$ cat src/rtl/assert_macros.svh
// Assertion helpers shared by the RTL.
`ifndef ASSERT_MACROS_SVH
`define ASSERT_MACROS_SVH

`ifndef SYNTHESIS

// Property that must hold at every clock edge outside reset.
`define ASSERT_PROP(label, clk, rst, prop) \
  label: assert property (@(posedge clk) disable iff (rst) (prop)) \
    else $error("assertion failed");

// Condition that must never be true outside reset.
`define ASSERT_NEVER(label, clk, rst, expr) \
  label: assert property (@(posedge clk) disable iff (rst) !(expr)) \
    else $error("forbidden condition seen");

`else

`define ASSERT_PROP(label, clk, rst, prop)
`define ASSERT_NEVER(label, clk, rst, expr)

`endif

`endif

$ cat src/rtl/mndt_pkg.sv
`timescale 1ns / 1ps

package mndt_pkg;

  localparam int NOTE_SLOTS = 64;
  localparam int SLOT_W     = (NOTE_SLOTS > 1) ? $clog2(NOTE_SLOTS) : 1;

  localparam logic [3:0] ST_NOTE_ON  = 4'h9;
  localparam logic [3:0] ST_NOTE_OFF = 4'h8;

  // two-entry queues: one pointer bit, count up to two
  localparam int Q_DEPTH = 2;
  localparam int Q_CNT_W = 2;

  typedef enum logic [1:0] {
    OP_CLEAR,
    OP_PRESS,
    OP_RELEASE
  } op_t;

  typedef struct packed {
    op_t         op;
    logic [6:0]  key;
    logic [6:0]  velocity;
    logic [31:0] time_stamp;
    logic [1:0]  hand;
  } cmd_t;

  typedef struct packed {
    logic [31:0] start_time;
    logic [31:0] end_time;
    logic [6:0]  event_key;
    logic        is_release;
    logic        table_full;
  } result_t;

  typedef enum logic [2:0] {
    BK_IDLE,
    BK_PRESS,
    BK_REL_SCAN,
    BK_REL_DRAIN,
    BK_REL_DONE
  } back_state_t;

endpackage

$ cat src/rtl/midi_note_duration_tracker.sv
`timescale 1ns / 1ps
// Channel    Handshake               Words
// input      push / full             kind, status, key, velocity, time_stamp, hand
// result     empty / pop             start_time, end_time, event_key, is_release, table_full
//
// Sequence: an accepted word waits in the command queue. A clear is done in the
// sequencer at dispatch, a press is dispatched and then scans for a free slot, one
// slot a cycle; a release reads key/start memory for every slot, then passes the
// compare stage, a drain state and a commit state. Ignored statuses never leave
// the front end.
// Reset: rst, synchronous, clears queues, sequencer and the slot valid flags at once.
// Stalls: a press or release starts only when the result queue has room; the
// command queue keeps taking words while the sequencer is busy.

module midi_note_duration_tracker
  import mndt_pkg::*;
(
  input  logic        clk,
  input  logic        rst,
  // input queue side
  input  logic        push,
  output logic        full,
  input  logic        kind,
  input  logic [3:0]  status,
  input  logic [6:0]  key,
  input  logic [6:0]  velocity,
  input  logic [31:0] time_stamp,
  input  logic [1:0]  hand,
  // result queue side
  output logic        empty,
  input  logic        pop,
  output logic [31:0] start_time,
  output logic [31:0] end_time,
  output logic [6:0]  event_key,
  output logic        is_release,
  output logic        table_full
);

  // front end to sequencer
  logic    cmd_valid;
  cmd_t    cmd;
  logic    cmd_pop;

  // sequencer to result queue
  logic    out_space;
  logic    out_push;
  result_t out_word;
  result_t res;

  // front end: classifies each word and queues clear / press / release
  mndt_front u_front (
    .clk        (clk),
    .rst        (rst),
    .push       (push),
    .full       (full),
    .kind       (kind),
    .status     (status),
    .key        (key),
    .velocity   (velocity),
    .time_stamp (time_stamp),
    .hand       (hand),
    .cmd_valid  (cmd_valid),
    .cmd        (cmd),
    .cmd_pop    (cmd_pop)
  );

  // back end: slot table and scan sequencer
  mndt_back u_back (
    .clk       (clk),
    .rst       (rst),
    .cmd_valid (cmd_valid),
    .cmd       (cmd),
    .cmd_pop   (cmd_pop),
    .out_space (out_space),
    .out_push  (out_push),
    .out_word  (out_word)
  );

  // result queue decouples the sequencer from the consumer
  mndt_out_queue u_out_queue (
    .clk      (clk),
    .rst      (rst),
    .in_push  (out_push),
    .in_word  (out_word),
    .space    (out_space),
    .pop      (pop),
    .empty    (empty),
    .out_word (res)
  );

  assign start_time = res.start_time;
  assign end_time   = res.end_time;
  assign event_key  = res.event_key;
  assign is_release = res.is_release;
  assign table_full = res.table_full;

endmodule

$ cat src/rtl/mndt_front.sv
`timescale 1ns / 1ps
`include "assert_macros.svh"

module mndt_front
  import mndt_pkg::*;
(
  input  logic        clk,
  input  logic        rst,
  input  logic        push,
  output logic        full,
  input  logic        kind,
  input  logic [3:0]  status,
  input  logic [6:0]  key,
  input  logic [6:0]  velocity,
  input  logic [31:0] time_stamp,
  input  logic [1:0]  hand,
  output logic        cmd_valid,
  output cmd_t        cmd,
  input  logic        cmd_pop
);

  cmd_t               cmd_mem [Q_DEPTH];
  logic               wr_ptr;
  logic               rd_ptr;
  logic [Q_CNT_W-1:0] count;

  op_t  op;
  logic keep;
  logic wr_en;

  // classify: clear, press, release; anything else is dropped here
  always_comb begin
    op   = OP_CLEAR;
    keep = 1'b1;
    if (kind) begin
      op = OP_CLEAR;
    end else if (status == ST_NOTE_ON && velocity != 7'd0) begin
      op = OP_PRESS;
    end else if (status == ST_NOTE_ON || status == ST_NOTE_OFF) begin
      op = OP_RELEASE;
    end else begin
      keep = 1'b0;
    end
  end

  assign full      = (count == Q_CNT_W'(Q_DEPTH));
  assign wr_en     = push && !full && keep;
  assign cmd_valid = (count != '0);
  assign cmd       = cmd_mem[rd_ptr];

  always_ff @(posedge clk) begin
    if (wr_en) begin
      cmd_mem[wr_ptr] <= '{op: op, key: key, velocity: velocity,
                           time_stamp: time_stamp, hand: hand};
    end
  end

  always_ff @(posedge clk) begin
    if (rst) begin
      wr_ptr <= 1'b0;
      rd_ptr <= 1'b0;
      count  <= '0;
    end else begin
      if (wr_en) begin
        wr_ptr <= wr_ptr + 1'b1;
      end
      if (cmd_pop) begin
        rd_ptr <= rd_ptr + 1'b1;
      end
      if (wr_en && !cmd_pop) begin
        count <= count + 1'b1;
      end else if (!wr_en && cmd_pop) begin
        count <= count - 1'b1;
      end
    end
  end

  `ASSERT_PROP(a_pop_needs_word, clk, rst, cmd_pop |-> cmd_valid)

endmodule

$ cat src/rtl/mndt_out_queue.sv
`timescale 1ns / 1ps

module mndt_out_queue
  import mndt_pkg::*;
(
  input  logic    clk,
  input  logic    rst,
  input  logic    in_push,
  input  result_t in_word,
  output logic    space,
  input  logic    pop,
  output logic    empty,
  output result_t out_word
);

  result_t            mem [Q_DEPTH];
  logic               wr_ptr;
  logic               rd_ptr;
  logic [Q_CNT_W-1:0] count;
  logic               rd_en;

  assign space    = (count != Q_CNT_W'(Q_DEPTH));
  assign empty    = (count == '0);
  assign rd_en    = pop && !empty;
  assign out_word = mem[rd_ptr];

  always_ff @(posedge clk) begin
    if (in_push) begin
      mem[wr_ptr] <= in_word;
    end
  end

  always_ff @(posedge clk) begin
    if (rst) begin
      wr_ptr <= 1'b0;
      rd_ptr <= 1'b0;
      count  <= '0;
    end else begin
      if (in_push) begin
        wr_ptr <= wr_ptr + 1'b1;
      end
      if (rd_en) begin
        rd_ptr <= rd_ptr + 1'b1;
      end
      if (in_push && !rd_en) begin
        count <= count + 1'b1;
      end else if (!in_push && rd_en) begin
        count <= count - 1'b1;
      end
    end
  end

endmodule

$ cat src/rtl/mndt_back.sv
`timescale 1ns / 1ps
`include "assert_macros.svh"

module mndt_back
  import mndt_pkg::*;
(
  input  logic    clk,
  input  logic    rst,
  input  logic    cmd_valid,
  input  cmd_t    cmd,
  output logic    cmd_pop,
  input  logic    out_space,
  output logic    out_push,
  output result_t out_word
);

  localparam logic [SLOT_W-1:0] LAST_SLOT = SLOT_W'(NOTE_SLOTS - 1);

  back_state_t state, state_next;
  logic [SLOT_W-1:0] scan_idx, scan_idx_next;
  cmd_t              cmd_q;

  logic [NOTE_SLOTS-1:0] used;
  logic [NOTE_SLOTS-1:0] committed;

  // per-slot payload memories
  logic [6:0]  key_mem    [NOTE_SLOTS];
  logic [31:0] start_mem  [NOTE_SLOTS];
  logic [8:0]  detail_mem [NOTE_SLOTS];
  logic [31:0] len_mem    [NOTE_SLOTS];

  logic [6:0]  key_rd;
  logic [31:0] start_rd;

  // compare stage of the release scan
  logic              cmp_vld;
  logic [SLOT_W-1:0] cmp_idx;
  logic              hit;
  logic [31:0]       gap;

  logic              found;
  logic [SLOT_W-1:0] best_idx;
  logic [31:0]       best_dist;
  logic [31:0]       best_start;

  logic alloc, commit, clear_all, issue, start_rel;
  logic              len_we;
  logic [SLOT_W-1:0] len_addr;
  logic [31:0]       len_data;

  assign gap = cmd_q.time_stamp - start_rd;
  assign hit  = used[cmp_idx] && (key_rd == cmd_q.key) && (start_rd < cmd_q.time_stamp);

  always_comb begin
    state_next    = state;
    scan_idx_next = scan_idx;
    cmd_pop       = 1'b0;
    out_push      = 1'b0;
    out_word      = '0;
    alloc         = 1'b0;
    commit        = 1'b0;
    clear_all     = 1'b0;
    issue         = 1'b0;
    start_rel     = 1'b0;
    unique case (state)
      BK_IDLE: begin
        if (cmd_valid && (cmd.op == OP_CLEAR || out_space)) begin
          cmd_pop = 1'b1;
          unique case (cmd.op)
            OP_CLEAR: begin
              clear_all = 1'b1;
            end
            OP_PRESS: begin
              state_next    = BK_PRESS;
              scan_idx_next = '0;
            end
            OP_RELEASE: begin
              state_next    = BK_REL_SCAN;
              scan_idx_next = '0;
              start_rel     = 1'b1;
            end
            default: ;
          endcase
        end
      end
      BK_PRESS: begin
        if (!used[scan_idx]) begin
          alloc      = 1'b1;
          out_push   = 1'b1;
          out_word   = '{start_time: cmd_q.time_stamp, end_time: cmd_q.time_stamp,
                         event_key: cmd_q.key, is_release: 1'b0, table_full: 1'b0};
          state_next = BK_IDLE;
        end else if (scan_idx == LAST_SLOT) begin
          out_push   = 1'b1;
          out_word   = '{start_time: cmd_q.time_stamp, end_time: cmd_q.time_stamp,
                         event_key: cmd_q.key, is_release: 1'b0, table_full: 1'b1};
          state_next = BK_IDLE;
        end else begin
          scan_idx_next = scan_idx + 1'b1;
        end
      end
      BK_REL_SCAN: begin
        issue = 1'b1;
        if (scan_idx == LAST_SLOT) begin
          state_next = BK_REL_DRAIN;
        end else begin
          scan_idx_next = scan_idx + 1'b1;
        end
      end
      BK_REL_DRAIN: begin
        state_next = BK_REL_DONE;
      end
      BK_REL_DONE: begin
        if (found) begin
          commit   = 1'b1;
          out_push = 1'b1;
          out_word = '{start_time: best_start, end_time: cmd_q.time_stamp,
                       event_key: cmd_q.key, is_release: 1'b1, table_full: 1'b0};
        end
        state_next = BK_IDLE;
      end
      default: begin
        state_next = BK_IDLE;
      end
    endcase
  end

  always_ff @(posedge clk) begin
    if (rst) begin
      state     <= BK_IDLE;
      scan_idx  <= '0;
      cmp_vld   <= 1'b0;
      found     <= 1'b0;
      used      <= '0;
      committed <= '0;
    end else begin
      state    <= state_next;
      scan_idx <= scan_idx_next;
      cmp_vld  <= issue;
      if (start_rel) begin
        found <= 1'b0;
      end else if (cmp_vld && hit && (!found || gap < best_dist)) begin
        found <= 1'b1;
      end
      if (clear_all) begin
        used      <= used & ~committed;
        committed <= '0;
      end
      if (alloc) begin
        used[scan_idx]      <= 1'b1;
        committed[scan_idx] <= 1'b0;
      end
      if (commit) begin
        committed[best_idx] <= 1'b1;
      end
    end
  end

  // payload registers
  always_ff @(posedge clk) begin
    if (cmd_pop) begin
      cmd_q <= cmd;
    end
    cmp_idx <= scan_idx;
    if (cmp_vld && hit && (!found || gap < best_dist)) begin
      best_idx   <= cmp_idx;
      best_dist  <= gap;
      best_start <= start_rd;
    end
  end

  // slot memories: one write port each, registered read of key and start at the scan index
  always_ff @(posedge clk) begin
    if (alloc) begin
      key_mem[scan_idx]    <= cmd_q.key;
      start_mem[scan_idx]  <= cmd_q.time_stamp;
      detail_mem[scan_idx] <= {cmd_q.velocity, cmd_q.hand};
    end
    key_rd   <= key_mem[scan_idx];
    start_rd <= start_mem[scan_idx];
  end

  always_comb begin
    len_we   = alloc || commit;
    len_addr = alloc ? scan_idx : best_idx;
    len_data = alloc ? 32'd0 : (cmd_q.time_stamp - best_start);
  end

  always_ff @(posedge clk) begin
    if (len_we) begin
      len_mem[len_addr] <= len_data;
    end
  end

  `ASSERT_NEVER(a_commit_free_slot, clk, rst, (committed & ~used) != '0)
  `ASSERT_PROP(a_push_has_room, clk, rst, out_push |-> out_space)
  `ASSERT_PROP(a_cmp_in_scan, clk, rst, cmp_vld |-> (state == BK_REL_SCAN || state == BK_REL_DRAIN))

endmodule

$ cat config.mk
export PLATFORM = sky130hd
export DESIGN_NAME = midi_note_duration_tracker
export DESIGN_NICKNAME = d
export VERILOG_FILES = /design/src/rtl/mndt_pkg.sv /design/src/rtl/midi_note_duration_tracker.sv /design/src/rtl/mndt_front.sv /design/src/rtl/mndt_out_queue.sv /design/src/rtl/mndt_back.sv
export VERILOG_INCLUDE_DIRS = /design/src /design/src/rtl
export SDC_FILE = /design/constraint.sdc
export NUM_CORES = 2
export LEC_CHECK = 0
export ABC_AREA = 1
export BUFFER_PORTS_ARGS = -buffer_cell sky130_fd_sc_hd__clkbuf_2
export CAP_MARGIN = 5
export CELL_PAD_IN_SITES_DETAIL_PLACEMENT = 0
export CELL_PAD_IN_SITES_GLOBAL_PLACEMENT = 2
export CORE_MARGIN = 10
export CORE_UTILIZATION = 49
export CTS_CLUSTER_SIZE = 40
export DETAILED_ROUTE_END_ITERATION = 8
export HOLD_SLACK_MARGIN = 0.12
export PLACE_DENSITY_LB_ADDON = 0.1
export SKIP_LAST_GASP = 1
export SLEW_MARGIN = 5
export SYNTH_ARGS = -nofsm -noshare
export SYNTH_HDL_FRONTEND = slang
export SYNTH_SLANG_ARGS = --single-unit
export TNS_END_PERCENT = 20
$ cat constraint.sdc
create_clock -name clk -period 23.1 [get_ports clk]
set_input_delay 4.62 -clock clk [delete_from_list [all_inputs] [get_ports clk]]
set_output_delay 4.62 -clock clk [all_outputs]
set_load 0.01 [all_outputs]
Yosys cells after proc, flatten, opt, wreduce, memory -nomap -nowiden --
Memory sizes are Yosys's and may differ from the RTL's. A register that Yosys moved wholly into a read port is not among the register bits. Index checks and enable logic that the tools add are counted.
Storage, ports and cells: bits in writable memories 2742, input bits 57, memories 4, register bits 262, output and inout bits 75
Cells by class: multiplexer cells 67, bitwise operators 6, add/subtract/negate cells 10, reductions and logical operators 37, magnitude comparators 7, equality and inequality tests 18
Memories:
- u_back.start_mem | words 64, width 32, rd ports 1, clocked after Yosys merged registers in 1, wr ports 1, line mndt_back.sv:28 | logic [31:0] start_mem [NOTE_SLOTS];
- u_back.key_mem | words 64, width 7, rd ports 1, clocked after Yosys merged registers in 1, wr ports 1, line mndt_back.sv:27 | logic [6:0] key_mem [NOTE_SLOTS];
- u_out_queue.mem | words 2, width 73, rd ports 1, clocked after Yosys merged registers in 1, wr ports 1, line mndt_out_queue.sv:16 | result_t mem [Q_DEPTH];
- u_front.cmd_mem | words 2, width 50, rd ports 1, clocked after Yosys merged registers in 1, wr ports 1, line mndt_front.sv:22 | cmd_t cmd_mem [Q_DEPTH];
Operators with widths (number):
- $mux W64 | 8
- $mux W73 | 3
- $pmux W73 S2 | 1
- $and A64 B64 Y64 | 2
- $not A64 Y64 | 2
- $or A64 B64 Y64 | 2
- $lt A32 B32 Y1 | 2
- $mux W1 | 32
- $sub A32 B32 Y32 | 1
- $mux W6 | 4
- $lt A6 B7 Y1 const B | 3
- $pmux W6 S3 | 1
- $logic_and A1 B1 Y1 | 15
- $mux W2 | 7
- $bmux W1 S6 | 2
- $demux W1 S6 | 2
- $ge A6 B1 Y1 const B | 2
- $mux W3 | 4
- $pmux W3 S4 | 1
- $eq A4 B4 Y1 const B | 2
- $reduce_and A4 Y1 | 2
- $eq A7 B7 Y1 | 1
- $logic_not A1 Y1 | 7
- $reduce_bool A7 Y1 | 1
- 21 further kinds | 38

Depth between registers and ports, before layout --
depth in word-level cells 12, depth in mapped cells 21

Hierarchy --
From an unflattened synthesis, not the netlist that was laid out.
Second synthesis, totals: cell total of the unflattened synthesis 8673, area total of the unflattened synthesis 117996.9 sq um
By module, submodules not included:
- mndt_back | area an instance 107978.6 sq um, cells an instance 8205, times used 1
- mndt_out_queue | area an instance 5854.4 sq um, cells an instance 262, times used 1
- mndt_front | area an instance 4164.0 sq um, cells an instance 206, times used 1

Worst setup path before layout --
Ideal clock, no wire load.
path type reg-to-reg, from register u_back.cmd_q[2] (netlist name), to register u_back.best_dist[0], enable pin, stages on the path, launching flop included 20, arrival 7.000 ns, setup slack 15.579 ns, data required time 22.579 ns, cells stage by stage edfxtp_1 inv_1 ha_1 fa_1 o21ai_0 nand2_1 nand2_1 nand2_1 nand2_1 a21oi_1 o21ai_0 xor2_1 ha_1 nand2_1 nor2_1 nand2_1 o211ai_1 a21oi_1 nand2_1 a21oi_1
Between the ends: longest elaborated chain between the ends 4
Ends and longest elaborated chain:
- from (decl) | line mndt_back.sv:21 | cmd_t cmd_q;
- from (signal assigned) | line mndt_back.sv:162 | cmd_q <= cmd;
- $sub A32 B32 Y32 | line mndt_back.sv:51 | assign gap = cmd_q.time_stamp - start_rd;
- via u_back.gap[28] | line mndt_back.sv:39 | logic [31:0] gap;
- $lt A32 B32 Y1 | line mndt_back.sv:165 | if (cmp_vld && hit && (!found || gap < best_dist)) begin
- $logic_or A1 B1 Y1 | line mndt_back.sv:165
- $logic_and A1 B1 Y1 | line mndt_back.sv:165
- to (signal assigned) | line mndt_back.sv:167 | best_dist <= gap;
- to (decl) | line mndt_back.sv:43 | logic [31:0] best_dist;
The timed path passes the listed nets, and every way through them passes these cells. A chain may end at the register's enable or synchronous reset.

==> metrics.md <==
| Metric | Value |
|---|---|
| Cell Chain, Critical Path | `buf_4, mux2_2, clkbuf_2` |
| Die area | `257,900 um2` |
| TNS Setup | `0 ns` |
| Inserted Clock Buffers | `roughly 330` |
| Final Critical Period | `7.346 ns` |
| Hold Buf Count CTS | `0` |
| Final wirelength | `412,000 um` |
| NumNets Final | `9,099` |
| Max Slew Vio Count | `0` |
| Maximum clock path buffer count | `4` |
| Antenna violations before repair | `36` |
| P&R area growth vs syn | `13.15%` |
| Post-CTS Setup Inserts | `0` |
| Worst slew pin tran | `1.286 ns` |
| Slew headroom | `0.1362` |
| Overall Power | `0.01498 W` |
| Cell Area, Synth | `116,600 um2` |
| GRT Total Usage | `0.3109` |
| Rows | `179` |
| DR vias | `75,420` |
| Clk slew on worst S/H paths | `roughly 0.06 ns` |
| Post-route ant nets | `0` |
| Critical Path Fanout Max | `between 60 and 70` |
| GP Congestion | `0.8524` |
| Seq/Total Area, Yosys | `0.7630` |
| Post-synth cell types | `49` |
| Placed cell areas | `121,600 um2` |
| Core ar. | `237,400 um2` |
| Fmax | `136.1 MHz` |
| WS Path Type | `flop to primary output` |
| Leakage power | `about 47 nW` |
| # fillers | `19,420` |
| CP Launch Type | `flop` |
| Die X-Extent | `507.8 um` |
| DRT iter0 DRCs | `10,440` |
| Max-cap violation count | `0` |
| Post-Synthesis Cells | `8,696` |
| H-Tree Depth | `5` |
| Remaining Overflow, GRT | `0` |
| Vias/cell | `6.087` |
| Dominant cell type by area after synthesis | `edfxtp_1` |
| Utilization after layout | `0.5557` |
| Post-synth EDFFs | `~2,800` |
| Peak supply drop | `about 0.000094 V` |
| Worst-Skew Late Latency | `0.97 ns` |
| Dpl cells | `~12,000` |
| CTS tree | `done` |
| #FFs+latches synth | `3,027` |
| Effective utilization at floorplan | `0.4911` |
| Critical Path Max Stage Delay | `0.67 ns` |
| Cell with the most instances after synthesis | `edfxtp_1` |
| Worst EP arrival | `2.73 ns` |
| Layout cells sized above 1 | `0.1130` |
| Share of the synthesized area in the top cell type | `0.7296` |
| Syn nets | `8,823` |
| First-pass GRT wire length | `562,500 um` |
| Total I/O pin count | `132` |
| Final Hold Viols | `0` |
| # DRC | `0` |
| TritonRoute pass-1 iters | `6` |
| Main synth FF type | `edfxtp_1` |
| Clock skew | `0.05322 ns` |
| Tcrit/Tclk final | `0.3180` |
| Setup-failing EPs final | `0` |
| Synth top cells by count | `edfxtp_1, nand2_1, inv_1` |
| Run status | `completed` |
| Root Driver | `clkbuf_16` |
| Die Height | `507.8 um` |
| Cell Pwr Density | `113.5 nW/um2` |
| Avg Synthesized Cell Area | `around 13 um2` |
| Layout Cells excl Fill | `approximately 12,000` |
| Worst EP required | `18.48 ns` |
| Critical-path top delay cell | `buf_4` |
| Clk sink count | `slightly above 3,000` |
| Port Buffers | `129` |
| PostCTS Resize Cnt | `0` |
| Synthesis Warnings | `0` |
| Largest net degree at the start of global routing | `around 110` |
| Synth area leaders | `edfxtp_1, nand2_1, dfxtp_1, a22oi_1, a221oi_1` |
| RSZ-0062 raised after global routing | `false` |
| Min-Delay Path Class | `flop to flop` |
| Vias in the first global route | `71,040` |
| WL per Instance | `roughly 33 um` |
| Post-Layout Inst Area | `131,900 um2` |
| CP endpoint kind | `primary output` |
| Post-synth ARST share | `0` |
| DP HPWL | `approximately 230,000 um` |
[through the flow]
step / setup WS (ns) / hold WS [ns]
final: 15.75 / 0.4501
after floorplan: 15.58 / 0.3258
after global routing: 15.64 / 0.4570
after detailed placement: 16.26 / 0.4398
after CTS: 15.66 / 0.4443
after global placement: 16.24 / 0.4208
[critical path, delay by kind of cell, from the launching register on]
family                 cells  cell delay, ns
muxes                      1            0.44
buffers and inverters      2            0.82
DFF                        1            0.41
[cell type report]
cell class,count,area (um2),share of cell area
clock inverter,143,1306,0.009902
clock buffer,430,8984,0.06810
sequential,3027,88960,0.6743
timing repair buffer,363,2502,0.01897
multi-input combinational,4763,24280,0.1840
inverter,488,1904,0.01444
tap,3167,3963,0.03004
antenna,9,22.52,0.0001707
[state kept, by name, summed over array words and instances, names as in the netlist, 2 cells and up, named ones only]
name / cells
u_back.start_mem: 2048
u_back.key_mem: 448
u_out_queue.mem: 146
u_front.cmd_mem: 82
u_back.committed: 64
u_back.used: 64
u_back.cmd_q: 39
u_back.best_dist: 32
u_back.best_start: 32
u_back.start_rd: 32
u_back.key_rd: 7
u_back.best_idx: 6
u_back.cmp_idx: 6
u_back.scan_idx: 6
u_back.state: 3
u_front.count: 2
u_out_queue.count: 2
[where the power goes]
part           switching [W]  internal (W)  total, W  leakage, nW
combinational        0.00220      0.000669   0.00287         14.5
clock                0.00211       0.00299   0.00510         5.03
sequential          0.000207       0.00679   0.00700         27.1
total                0.00452        0.0105    0.0150         46.7
[worst paths after layout]
check                                    startpoint                       to  slack [ns]  cells past startpoint
worst max-delay path                           flop            start_time[5]       15.75                      3
worst min-delay path            u_back.start_rd[30]    u_back.best_start[30]        0.45                      0
worst max register to register   u_back.scan_idx[0]  u_back.start_mem[7][14]       16.68                     17
worst min register to register  u_back.start_rd[30]    u_back.best_start[30]        0.45                      0
[routing by layer]
layer | part of all wire | GRT usage | wire [um]
met2 | 0.45 | 0.4785 | 184800
met1 | 0.40 | 0.4386 | 165200
met3 | 0.11 | 0.07036 | 46630
met5 | 0.00019 | 0 | 79
met4 | 0.037 | 0.1064 | 15350
[cells by family (layout without fill, tap and decap cells)]
logic type | after synthesis | count (layout) | synth area share
simple gates | 3451 | 3451 | 0.1209
flops | 3027 | 3027 | 0.7630
compound gates | 1098 | 1098 | 0.06492
buf+inv | 906 | 1424 | 0.03042
mux | 112 | 112 | 0.01082
fa+ha+maj | 70 | 70 | 0.007576
xor+xnor | 32 | 32 | 0.002404
other cells | 0 | 9 | 0
[cell usage in the layout, fill, tap and decap left out, types with 20 or more instances in the layout]
| cell | netlist | routed |
|---|---|---|
| nand2_1 | 2637 | 2636 |
| clkinv_1 | 4 | 57 |
| nor2_1 | 269 | 262 |
| buf_4 | 2 | 226 |
| nand3_1 | 191 | 190 |
| a221oi_1 | 208 | 208 |
| clkbuf_16 | 0 | 338 |
| mux2_2 | 112 | 112 |
| a22o_1 | 75 | 75 |
| clkbuf_1 | 250 | 74 |
| nand4_1 | 275 | 275 |
| o2111ai_1 | 21 | 21 |
| bufinv_16 | 0 | 24 |
| inv_1 | 479 | 413 |
| o31ai_1 | 20 | 20 |
| ha_1 | 69 | 69 |
| o21ai_0 | 158 | 156 |
| xor2_1 | 24 | 24 |
| a22oi_1 | 317 | 317 |
| dfxtp_1 | 194 | 191 |
| clkbuf_2 | 1 | 128 |
| clkinv_2 | 0 | 55 |
| inv_2 | 5 | 55 |
| a21oi_1 | 262 | 261 |
| edfxtp_1 | 2833 | 2833 |
(Power assumes the default switching activity.)
